### src/hdl/rgbm_pkg.sv
// ----------------------------------------------------------------------------
// RGBM encoder package
// Shared widths, constants and types for the RGBM pixel encoder pipeline.
// ----------------------------------------------------------------------------
package rgbm_pkg;

	// Field widths.
	localparam int CH_W   = 24;
	localparam int BYTE_W = 8;

	// Range of 16 on a Q8.16 channel gives a divisor of 2^20.
	localparam int RANGE_SHIFT = 20;

	// Product of the largest channel and 255, and the rounded multiplier.
	localparam int PROD_W = CH_W + BYTE_W;
	localparam int MQ_W   = PROD_W + 1 - RANGE_SHIFT;
	localparam logic [PROD_W:0] ROUND_ADD = (PROD_W + 1)'((1 << RANGE_SHIFT) - 1);

	// Colour numerator: channel times 255 * 255.
	localparam int SCALE_W = 16;
	localparam logic [SCALE_W-1:0] SCALE = SCALE_W'(65025);
	localparam int N_W  = CH_W + SCALE_W;
	localparam int NH_W = N_W - RANGE_SHIFT;

	// The unsaturated quotient fits in a byte, so the remainder stays below 256 * 255.
	localparam int DIV_STEPS = BYTE_W;
	localparam int REM_W     = 2 * BYTE_W;

	localparam logic [BYTE_W-1:0] BYTE_MAX = {BYTE_W{1'b1}};
	localparam logic [BYTE_W-1:0] M_MIN    = BYTE_W'(1);

	// Pipeline: product stage, multiplier stage, then one stage per quotient bit.
	localparam int NST = 2 + DIV_STEPS;

	// Stage load strobes shared by the multiplier and lane modules.
	typedef struct packed {
		logic [NST-1:0] load;
	} pipe_ctrl_t;

	// Multiplier byte held at the output of stages 1 to NST-1 (index 0 is stage 1).
	typedef logic [NST-2:0][BYTE_W-1:0] m_stages_t;

	// What one colour lane hands to the merging stage.
	typedef struct packed {
		logic              sat;
		logic [BYTE_W-1:0] quo;
	} lane_res_t;

endpackage

### src/hdl/rgbm_pixel_encoder_top.sv
// Throughput: one pixel per cycle unless the output stalls; each colour lane divides
// with an eight-stage restoring divider, one quotient bit per stage, behind a product
// and a multiplier stage.
// Stalls: every stage has its own valid flag, so empty stages keep filling while
// the output beat waits.
// Reset: arst_n clears all valid flags asynchronously; payload registers are not reset.
// ----------------------------------------------------------------------------
// RGBM pixel encoder
// Encodes a linear Q8.16 RGB pixel into RGBM bytes with a fixed range of 16,
// using one divider lane per colour and a shared multiplier path.
// ----------------------------------------------------------------------------
module rgbm_pixel_encoder_top (
	input  logic        clk,
	input  logic        arst_n,
	input  logic        s_tvalid,
	output logic        s_tready,
	input  logic [71:0] s_tdata,  // red_level [23:0], green_level [47:24], blue_level [71:48]
	input  logic        s_tlast,  // frame_end
	output logic        m_tvalid,
	input  logic        m_tready,
	output logic [31:0] m_tdata,  // red_byte, green_byte, blue_byte, multiplier_byte
	output logic        m_tlast   // frame_end_out
);
	import rgbm_pkg::*;

	logic [NST-1:0] valid_q;
	logic [NST:0]   ready;
	logic [NST-1:0] valid_in;
	pipe_ctrl_t     ctrl;
	m_stages_t      m_s;
	logic           fe_last;
	lane_res_t      red_res;
	lane_res_t      green_res;
	lane_res_t      blue_res;
	logic           out_load;

	// A stage may load when it is empty or its contents move on.
	always_comb begin
		ready[NST] = !m_tvalid || m_tready;
		for (int k = NST - 1; k >= 0; k--) begin
			ready[k] = !valid_q[k] || ready[k+1];
		end
		valid_in[0] = s_tvalid;
		for (int k = 1; k < NST; k++) begin
			valid_in[k] = valid_q[k-1];
		end
		ctrl.load = valid_in & ready[NST-1:0];
	end

	assign s_tready = ready[0];
	assign out_load = valid_q[NST-1] && ready[NST];

	// Stage valid flags.
	always_ff @(posedge clk or negedge arst_n) begin
		if (!arst_n) begin
			valid_q <= '0;
		end else begin
			for (int k = 0; k < NST; k++) begin
				if (ready[k]) valid_q[k] <= valid_in[k];
			end
		end
	end

	// Shared multiplier path.
	rgbm_mult u_mult (
		.clk            (clk),
		.ctrl           (ctrl),
		.red_level      (s_tdata[23:0]),
		.green_level    (s_tdata[47:24]),
		.blue_level     (s_tdata[71:48]),
		.frame_end      (s_tlast),
		.m_s            (m_s),
		.frame_end_last (fe_last)
	);

	// One divider lane per colour.
	rgbm_lane u_lane_red (
		.clk   (clk),
		.ctrl  (ctrl),
		.level (s_tdata[23:0]),
		.m_s   (m_s),
		.res   (red_res)
	);

	rgbm_lane u_lane_green (
		.clk   (clk),
		.ctrl  (ctrl),
		.level (s_tdata[47:24]),
		.m_s   (m_s),
		.res   (green_res)
	);

	rgbm_lane u_lane_blue (
		.clk   (clk),
		.ctrl  (ctrl),
		.level (s_tdata[71:48]),
		.m_s   (m_s),
		.res   (blue_res)
	);

	// Merge the lanes into the output beat.
	rgbm_merge u_merge (
		.clk       (clk),
		.arst_n    (arst_n),
		.load      (out_load),
		.ready     (ready[NST]),
		.red_res   (red_res),
		.green_res (green_res),
		.blue_res  (blue_res),
		.mult      (m_s[NST-2]),
		.frame_end (fe_last),
		.out_valid (m_tvalid),
		.out_data  (m_tdata),
		.out_last  (m_tlast)
	);

	// An accepted beat occupies the first stage in the next cycle.
	a_first_stage_fills: assert property (@(posedge clk) disable iff (!arst_n)
		(s_tvalid && s_tready) |=> valid_q[0])
		else $error("accepted beat did not reach the first stage");

	// With every stage full and the output stalled, no beat may be taken in.
	a_full_stalls_input: assert property (@(posedge clk) disable iff (!arst_n)
		((&valid_q) && m_tvalid && !m_tready) |-> !s_tready)
		else $error("input accepted into a full pipeline");

	// The multiplier byte of a delivered beat is never zero.
	a_mult_nonzero: assert property (@(posedge clk) disable iff (!arst_n)
		m_tvalid |-> (m_tdata[31:24] != 8'd0))
		else $error("multiplier byte is zero");

	// The last stage only empties when the output register can take its beat.
	a_last_stage_holds: assert property (@(posedge clk) disable iff (!arst_n)
		(valid_q[NST-1] && m_tvalid && !m_tready) |=> valid_q[NST-1])
		else $error("last stage lost a beat during an output stall");

endmodule

### src/hdl/rgbm_mult.sv
// ----------------------------------------------------------------------------
// RGBM shared multiplier
// Finds the largest channel, forms ceil(max * 255 / 2^20) clamped to 1..255
// and carries it, with the end-of-frame flag, down the pipeline.
// ----------------------------------------------------------------------------
module rgbm_mult (
	input  logic                         clk,
	input  rgbm_pkg::pipe_ctrl_t         ctrl,
	input  logic [rgbm_pkg::CH_W-1:0]    red_level,
	input  logic [rgbm_pkg::CH_W-1:0]    green_level,
	input  logic [rgbm_pkg::CH_W-1:0]    blue_level,
	input  logic                         frame_end,
	output rgbm_pkg::m_stages_t          m_s,
	output logic                         frame_end_last
);
	import rgbm_pkg::*;

	logic [CH_W-1:0]   max_c;
	logic [PROD_W-1:0] prod_s1;
	logic [PROD_W:0]   sum;
	logic [MQ_W-1:0]   m_raw;
	logic [BYTE_W-1:0] m_clamp;
	m_stages_t         m_q;
	logic [NST-1:0]    fe_q;

	// Largest of the three channels.
	always_comb begin
		max_c = red_level;
		if (green_level > max_c) max_c = green_level;
		if (blue_level > max_c) max_c = blue_level;
	end

	// Round up and clamp the multiplier into 1..255.
	always_comb begin
		sum   = (PROD_W + 1)'(prod_s1) + ROUND_ADD;
		m_raw = MQ_W'(sum >> RANGE_SHIFT);
		if (m_raw == '0) begin
			m_clamp = M_MIN;
		end else if (m_raw > MQ_W'(BYTE_MAX)) begin
			m_clamp = BYTE_MAX;
		end else begin
			m_clamp = BYTE_W'(m_raw);
		end
	end

	// Product register, then the multiplier and its delay line.
	always_ff @(posedge clk) begin
		if (ctrl.load[0]) prod_s1 <= PROD_W'(max_c) * PROD_W'(BYTE_MAX);
		if (ctrl.load[1]) m_q[0] <= m_clamp;
		for (int k = 2; k < NST; k++) begin
			if (ctrl.load[k]) m_q[k-1] <= m_q[k-2];
		end
	end

	// End-of-frame flag rides alongside the pixel.
	always_ff @(posedge clk) begin
		if (ctrl.load[0]) fe_q[0] <= frame_end;
		for (int k = 1; k < NST; k++) begin
			if (ctrl.load[k]) fe_q[k] <= fe_q[k-1];
		end
	end

	assign m_s            = m_q;
	assign frame_end_last = fe_q[NST-1];

endmodule

### src/hdl/rgbm_lane.sv
// ----------------------------------------------------------------------------
// RGBM colour lane
// Scales one channel by 255 * 255 and divides it by the multiplier times 2^20
// with a pipelined restoring divider, one quotient bit per stage.
// ----------------------------------------------------------------------------
module rgbm_lane (
	input  logic                      clk,
	input  rgbm_pkg::pipe_ctrl_t      ctrl,
	input  logic [rgbm_pkg::CH_W-1:0] level,
	input  rgbm_pkg::m_stages_t       m_s,
	output rgbm_pkg::lane_res_t       res
);
	import rgbm_pkg::*;

	logic [N_W-1:0]    n_s1;
	logic [NH_W-1:0]   nh_s2;
	logic [REM_W-1:0]  rem_q [DIV_STEPS];
	logic [BYTE_W-1:0] quo_q [DIV_STEPS];
	logic              sat_q [DIV_STEPS];

	// Numerator, then drop the low bits that the 2^20 divisor cannot reach.
	always_ff @(posedge clk) begin
		if (ctrl.load[0]) n_s1 <= N_W'(level) * N_W'(SCALE);
		if (ctrl.load[1]) nh_s2 <= n_s1[N_W-1:RANGE_SHIFT];
	end

	// Restoring divide: step j settles quotient bit DIV_STEPS-1-j.
	for (genvar j = 0; j < DIV_STEPS; j++) begin : g_step
		logic [REM_W-1:0]  rem_in;
		logic [BYTE_W-1:0] quo_in;
		logic              sat_in;
		logic [REM_W-1:0]  div;
		logic              ge;

		if (j == 0) begin : g_first
			// A quotient of 256 or more saturates the byte.
			assign sat_in = nh_s2[NH_W-1:BYTE_W] >= (NH_W - BYTE_W)'(m_s[0]);
			assign rem_in = nh_s2[REM_W-1:0];
			assign quo_in = '0;
		end else begin : g_next
			assign sat_in = sat_q[j-1];
			assign rem_in = rem_q[j-1];
			assign quo_in = quo_q[j-1];
		end

		assign div = REM_W'(m_s[j]) << (DIV_STEPS - 1 - j);
		assign ge  = rem_in >= div;

		always_ff @(posedge clk) begin
			if (ctrl.load[j+2]) begin
				rem_q[j] <= ge ? rem_in - div : rem_in;
				quo_q[j] <= quo_in | (BYTE_W'(ge) << (DIV_STEPS - 1 - j));
				sat_q[j] <= sat_in;
			end
		end
	end

	assign res.sat = sat_q[DIV_STEPS-1];
	assign res.quo = quo_q[DIV_STEPS-1];

endmodule

### src/hdl/rgbm_merge.sv
// ----------------------------------------------------------------------------
// RGBM merging stage
// Applies saturation to each lane's quotient and packs the four bytes and the
// end-of-frame flag into the output register.
// ----------------------------------------------------------------------------
module rgbm_merge (
	input  logic                        clk,
	input  logic                        arst_n,
	input  logic                        load,
	input  logic                        ready,
	input  rgbm_pkg::lane_res_t         red_res,
	input  rgbm_pkg::lane_res_t         green_res,
	input  rgbm_pkg::lane_res_t         blue_res,
	input  logic [rgbm_pkg::BYTE_W-1:0] mult,
	input  logic                        frame_end,
	output logic                        out_valid,
	output logic [4*rgbm_pkg::BYTE_W-1:0] out_data,
	output logic                        out_last
);
	import rgbm_pkg::*;

	logic [BYTE_W-1:0] red_b;
	logic [BYTE_W-1:0] green_b;
	logic [BYTE_W-1:0] blue_b;
	logic              valid_q;

	// A saturated lane gives the full byte.
	assign red_b   = red_res.sat   ? BYTE_MAX : red_res.quo;
	assign green_b = green_res.sat ? BYTE_MAX : green_res.quo;
	assign blue_b  = blue_res.sat  ? BYTE_MAX : blue_res.quo;

	// Output beat register.
	always_ff @(posedge clk) begin
		if (load) begin
			out_data <= {mult, blue_b, green_b, red_b};
			out_last <= frame_end;
		end
	end

	// Output valid: set by a new beat, cleared when the beat is taken.
	always_ff @(posedge clk or negedge arst_n) begin
		if (!arst_n) begin
			valid_q <= 1'b0;
		end else if (ready) begin
			valid_q <= load;
		end
	end

	assign out_valid = valid_q;

endmodule
### config.mk
export PLATFORM = sky130hd
export DESIGN_NAME = rgbm_pixel_encoder_top
export DESIGN_NICKNAME = d
export VERILOG_FILES = /design/src/hdl/rgbm_pkg.sv /design/src/hdl/rgbm_pixel_encoder_top.sv /design/src/hdl/rgbm_mult.sv /design/src/hdl/rgbm_lane.sv /design/src/hdl/rgbm_merge.sv
export SDC_FILE = /design/constraint.sdc
export NUM_CORES = 2
export LEC_CHECK = 0
export ABC_AREA = 1
export BUFFER_PORTS_ARGS = -buffer_cell sky130_fd_sc_hd__buf_2
export CAP_MARGIN = 20
export CORE_MARGIN = 2
export CORE_UTILIZATION = 65
export CTS_CLUSTER_DIAMETER = 120
export CTS_CLUSTER_SIZE = 14
export DETAILED_ROUTE_END_ITERATION = 12
export PLACE_DENSITY_LB_ADDON = 0.15
export SETUP_SLACK_MARGIN = 0.2
export SYNTH_ARGS = -nofsm -noshare
export SYNTH_HDL_FRONTEND = slang
export SYNTH_SLANG_ARGS = --single-unit
### constraint.sdc
create_clock -name clk -period 5.6 [get_ports clk]
set_clock_uncertainty 0.2 [all_clocks]
set_input_delay 1.68 -clock clk [delete_from_list [all_inputs] [get_ports clk]]
set_output_delay 1.68 -clock clk [all_outputs]
set_load 0.02 [all_outputs]
# Word-level counts from Yosys, hierarchy flattened
# Memory sizes are Yosys's and may differ from the RTL's. A register that Yosys moved wholly into a read port is not among the register bits.
# Cells that the tools add are included.
# word_totals
ff_bits	314
mem_bits_rw	600
input_bits	77
out_inout_bits	35
wordCells	198
memories	9
# classes
n_addsub	25
n_mul	4
magnitude_cmp	30
mux	43
bitwise_logic	22
n_reduce_logical	25
# mem_list
memory	words	width	rd	rd_ports_with_merged_regs	wr	line	rtl
u_lane_blue.rem_q	8	16	7	0	8	rgbm_lane.sv:17	logic [REM_W-1:0] rem_q [DIV_STEPS];
u_lane_green.rem_q	8	16	7	0	8	rgbm_lane.sv:17	
u_lane_red.rem_q	8	16	7	0	8	rgbm_lane.sv:17	
u_lane_blue.quo_q	8	8	8	1	8	rgbm_lane.sv:18	logic [BYTE_W-1:0] quo_q [DIV_STEPS];
u_lane_green.quo_q	8	8	8	1	8	rgbm_lane.sv:18	
u_lane_red.quo_q	8	8	8	1	8	rgbm_lane.sv:18	
3 more memories	n/a	n/a	n/a	n/a	n/a	n/a	
# op_table
cell	count
16-bit 2-to-1 mux	24
24-bit by 16-bit multiplier with 40-bit output, second input constant	3
16-bit by 10-bit greater-or-equal comparator with 1-bit output	3
16-bit by 11-bit greater-or-equal comparator with 1-bit output	3
16-bit by 12-bit greater-or-equal comparator with 1-bit output	3
16-bit by 13-bit greater-or-equal comparator with 1-bit output	3
16-bit by 14-bit greater-or-equal comparator with 1-bit output	3
16-bit by 15-bit greater-or-equal comparator with 1-bit output	3
16-bit by 8-bit greater-or-equal comparator with 1-bit output	3
16-bit by 9-bit greater-or-equal comparator with 1-bit output	3
24-bit greater-than comparator	2
24-bit 2-to-1 mux	2
16-bit by 10-bit subtractor with 16-bit output	3
16-bit by 11-bit subtractor with 16-bit output	3
16-bit by 12-bit subtractor with 16-bit output	3
16-bit by 13-bit subtractor with 16-bit output	3
16-bit by 14-bit subtractor with 16-bit output	3
16-bit by 15-bit subtractor with 16-bit output	3
16-bit by 8-bit subtractor with 16-bit output	3
16-bit by 9-bit subtractor with 16-bit output	3
12-bit by 8-bit greater-or-equal comparator with 1-bit output	3
32-bit by 20-bit adder with 33-bit output, second input constant	1
24-bit by 8-bit multiplier with 32-bit output, second input constant	1
8-bit by 1-bit bitwise OR with 8-bit output	3
other kinds (15)	62

# Logic depth before layout (Yosys ltp)
# logic_depth
ltp_word	15
ltp_mapped	58
mapped_depth_nobuf	54

# Cells and area by module
# A second synthesis with hierarchy kept.
# hier_totals
hier_cells	6557
hier_area_um2	61041.0
# by_module_without_submodules
module	instances	cells_per_inst	area_each_um2	seq_area_each_um2
rgbm_lane at u_lane_green	1	1838	16579.7	5885.6
rgbm_lane at u_lane_blue	1	1804	16428.3	5885.6
rgbm_lane at u_lane_red	1	1788	16349.4	5885.6
rgbm_mult	1	1008	10015.9	3423.3
rgbm_merge	1	62	1181.1	1016.0
rgbm_pixel_encoder_top	1	57	486.7	250.2

# Worst setup path after synthesis
# No wires, ideal clock.
# synth_path
path_type	input port to flip-flop
from	input s_tdata[21]
to	register u_mult.prod_s1[27] (data pin)
setup_time_ns	0.259
arrival_ns	9.228
required_ns	5.141
path_slack_ns	-4.087
cell_stages	46
path_cell_list	inv_1 > ha_1 > a21oi_1 > o21ai_0 > a21oi_1 > nand3_2 > nand2_2 > buf_6 > clkbuf_1 > clkbuf_1 > o21ai_0 > ha_1 > nand2_1 > nor3_1 > and3_1 > nand3_1 > nand3b_1 > nand3_1 > [... 10 more ...] > fa_1 > inv_1 > ha_1 > nand2_1 > nand2_1 > a21o_1 > nand2_1 > nand2_1 > nand2_1 > nand2_1 > a21boi_0 > o21ai_0 > nand2_1 > nand2_1 > nand2_1 > nand2_1 > a21oi_1 > xnor2_1
# synth_between
elab_chain_len	5
# synth_lines
element	line	rtl
start: declaration	rgbm_pixel_encoder_top.sv:17	input logic [71:0] s_tdata,
24-bit greater-than comparator	rgbm_mult.sv:29	if (green_level > max_c) max_c = green_level;
24-bit 2-to-1 mux *	rgbm_mult.sv:29	
24-bit greater-than comparator	rgbm_mult.sv:30	if (blue_level > max_c) max_c = blue_level;
24-bit 2-to-1 mux *	rgbm_mult.sv:30	
via u_mult.max_c[0]	rgbm_mult.sv:18	logic [CH_W-1:0] max_c;
24-bit by 8-bit multiplier with 32-bit output *	rgbm_mult.sv:48	if (ctrl.load[0]) prod_s1 <= PROD_W'(max_c) * PROD_W'(BYTE_MAX);
end signal: assignment	rgbm_mult.sv:48	
end: declaration	rgbm_mult.sv:19	logic [PROD_W-1:0] prod_s1;
# Mark *: on every way through the listed nets, which the timed path passes. The rest lies on a longest branch.
# A chain may end at the register's enable or synchronous reset.

# Worst setup path after layout
# layout_path
from	input s_tdata[1]
to	register u_mult.prod_s1[23] (data pin)
# layout_between
elab_chain_len	5
# layout_lines
element	line
24-bit greater-than comparator	rgbm_mult.sv:29
24-bit 2-to-1 mux *	rgbm_mult.sv:29
24-bit greater-than comparator	rgbm_mult.sv:30
24-bit 2-to-1 mux *	rgbm_mult.sv:30
24-bit by 8-bit multiplier with 32-bit output *	rgbm_mult.sv:48
# Every way passes the cells marked *; elsewhere a longest branch is shown, timed or not.

==> results.md <==
* Chip Height at 292 um
* Routed Antenna Nets at 0
* Clock Latency Late Sink at 0.65 ns
* Vias in the first global route at 40110
* Startpoint class of the critical path: input pin
* Initial antenna violation count at 0
* Setup tns final at -108.91 ns
* Critical Path Sink Type: flip-flop
* MaxCap Viol Count at 0
* Worst hold path class: reg2reg
* RSZ-0062 raised after global routing: true
* Final setup violation count at 90
* Sequential share of the synthesized area at 41.4%
* Slew Limit Fails at 0
* Worst Tran Pin Value at 1.01 ns
* Pin count of the biggest net entering global routing at 94
* Critical Path Start: s_tdata[1]
* Post-synth cell types at 63
* Max_slew headroom at 32.4%
* Synthesized net count at 6042
* Status: finished, violations left
* First-pass GRT wire length at 205000 um
* GRT Total Usage at 30.6%
* CTS root buf: clkbuf_16
* Antenna fix cells at 0
* Row cnt at 105
* I/O pin count at 112
* Total core area at 0.0822 mm2
* Clk buf depth at 3
* Post-synth EDFFs at 735
* Yosys warnings at 0
* Critical Path Max Stage Delay at 0.60 ns
* DR vias/cell at 5.78
* WL final at 139000 um
* Data arrival, critical path at 8.91 ns
* Routed vias at 39586
* Top FF cell, synth: edfxtp_1
* Synthesis-to-layout area growth at 24.6%
* Hold buffers post-CTS at 0
* Layout cell share with drive strength beyond 1 at 26.9%
* Final #Nets at 6896
* Post-Synthesis Cell Area at 0.0540 mm2
* Dpl hpwl at 103000 um
* Slowest CP cell: fa_1
* Sink Count at 746
* Residual DRC count at 0
* Htree depth at 2
* Post-Synthesis Cells at 4889
* Detailed Route Iter0 Violations at 2578
* FF+latch count, synth at 746
* Failing checks: negative setup slack
* HP Start: u_lane_blue.n_s1[28]$_DFFE_PP_
* Worst setup margin at -3.16 ns
* Leading cell types in the layout, fill and taps excluded: edfxtp_1 (735), inv_1 (635), buf_4 (611), ha_1 (548), nand2_1 (540)
* Post-synth ARST share at 1.47%
* Crit path top cell by count: nand2_2
* Max Freq at 114 MHz
* First-pass detailed-route iteration total at 6
* CTS buffer count at 59
* Most common cell after layout, fill and taps aside: edfxtp_1
* Critical path fanouts, max at 7
* Period utilization at 156%
* Worst r2r src: u_mult.m_s[27]$_DFFE_PP_
* CP Data Required Time at 5.75 ns
* Setup WS pre-CTS at -3.75 ns
* Initial Util at 65.7%
* Port Buffer Count at 111
* Final Wtd Congestion at 0.961
* Fin crit period at 8.76 ns
* Grt total ovfl at 0
* Drt wl/cell at 20.3 um
* TritonCTS clock tree: built
* DIE AREA at 0.0855 mm2
* CP Class: in2reg
* Die width at 292 um
* Clock-pin slew on the worst setup and hold paths at 0.07 ns
* Synthesized area per cell at 11.1 um2
* Final Hold Fails at 0
[what timing repair did]
item / CTS / global route
pin swaps: 182 / 177
cloned: 4 / 4
buffers inserted: 56 / 59
resized for setup: 323 / 419
endpoints found under the setup margin: 91 / 92
hold endpoints to repair: 0 / 0
[registers in the layout, summed over array words and instances (netlist names), 32 cells and up]
register / count
u_mult.prod_s1: 32
u_lane_blue.rem_q: 112
u_lane_red.quo_q: 36
u_merge.out_data: 32
u_lane_red.rem_q: 112
u_mult.m_s: 72
u_lane_green.rem_q: 112
u_lane_blue.quo_q: 36
u_lane_green.quo_q: 36
[cell type report]
class                           count  area (um2)
Clock inverter                      4        70.1
Inverter                          718        2780
Fill cell                        4522       14900
Multi-Input combinational cell   3395       32500
Sequential cell                   746       22300
Timing Repair Buffer              823        6740
Tap cell                         1070        1340
Clock buffer                       87        1580
[metrics by stage]
stage | cell area [um2] | utilization, % | cells | hold WS, ns
2_1_floorplan | 55200 | - | 4889 | 0.200
3_3_place_gp | 61400 | 74.6 | 6629 | 0.200
3_5_place_dp | 61400 | 74.6 | 6629 | 0.205
4_1_cts | 65000 | 79.1 | 6780 | 0.178
5_1_grt | 67300 | 81.9 | 6843 | 0.178
6_report | 67300 | 81.9 | 6843 | 0.177
[kinds of logic after synthesis]
family                   Yosys count  share of synthesized area (%)
adder cells (fa/ha/maj)         1076                           30.6
buffers and inverters            753                           5.30
flip-flops                       746                           41.4
XOR/XNOR                         284                           4.60
AND/OR/NAND/NOR                 1262                           10.1
AO/OA/AOI/OAI                    767                           8.05
multiplexers                       1                         0.0208
[metal layers]
metal  wire length [um]  global-route usage (%)  up-vias  share of wire, %
met5                  0                       0        -                 0
met4               9270                    15.3        0               6.7
met3               7040                    3.14      527               5.1
met2              71700                    56.2     1466                52
met1              51000                    35.6    19136                37
li1                   -                       -    18457                 -
[critical path, delay by kind of cell]
kind | cells | cell delay (ns)
XOR/XNOR | 1 | 0.11
adder cells (fa/ha/maj) | 6 | 2.22
buffers and inverters | 8 | 0.78
AO/OA/AOI/OAI | 6 | 0.85
AND/OR/NAND/NOR | 30 | 3.20
[final timing paths]
path,endpoint,slack [ns],cells after the start
worst max-delay path,u_mult.prod_s1[23]$_DFFE_PP_,-3.16,51
worst min-delay path,u_lane_blue.nh_s2[8]$_DFFE_PP_,0.18,0
worst max register to register,u_lane_red.rem_q[0][63]$_DFFE_PP_,1.71,13
worst min register to register,u_lane_blue.nh_s2[8]$_DFFE_PP_,0.18,0
max in group asynchronous,valid_q[2]$_DFFE_PN0P_,4.29,1
min in group asynchronous,valid_q[9]$_DFFE_PN0P_,0.70,1
[Yosys cell counts (28+ instances only)]
| master | instances | share of area (%) |
|---|---|---|
| a21oi_1 | 325 | 3.0 |
| clkbuf_1 | 28 | 0.19 |
| edfxtp_1 | 735 | 41 |
| fa_1 | 406 | 15 |
| ha_1 | 670 | 16 |
| inv_1 | 707 | 4.9 |
| nand2_1 | 640 | 4.4 |
| nand3_1 | 104 | 0.96 |
| nand4_1 | 34 | 0.39 |
| nor2_1 | 287 | 2.0 |
| nor3_1 | 60 | 0.56 |
| nor4_1 | 36 | 0.42 |
| o21ai_0 | 258 | 2.4 |
| or2_2 | 35 | 0.41 |
| xnor2_1 | 98 | 1.6 |
| xor2_1 | 186 | 3.0 |
Power is not shown: default switching activity piles up to over one toggle a cycle in this logic, so the estimate is an artifact.
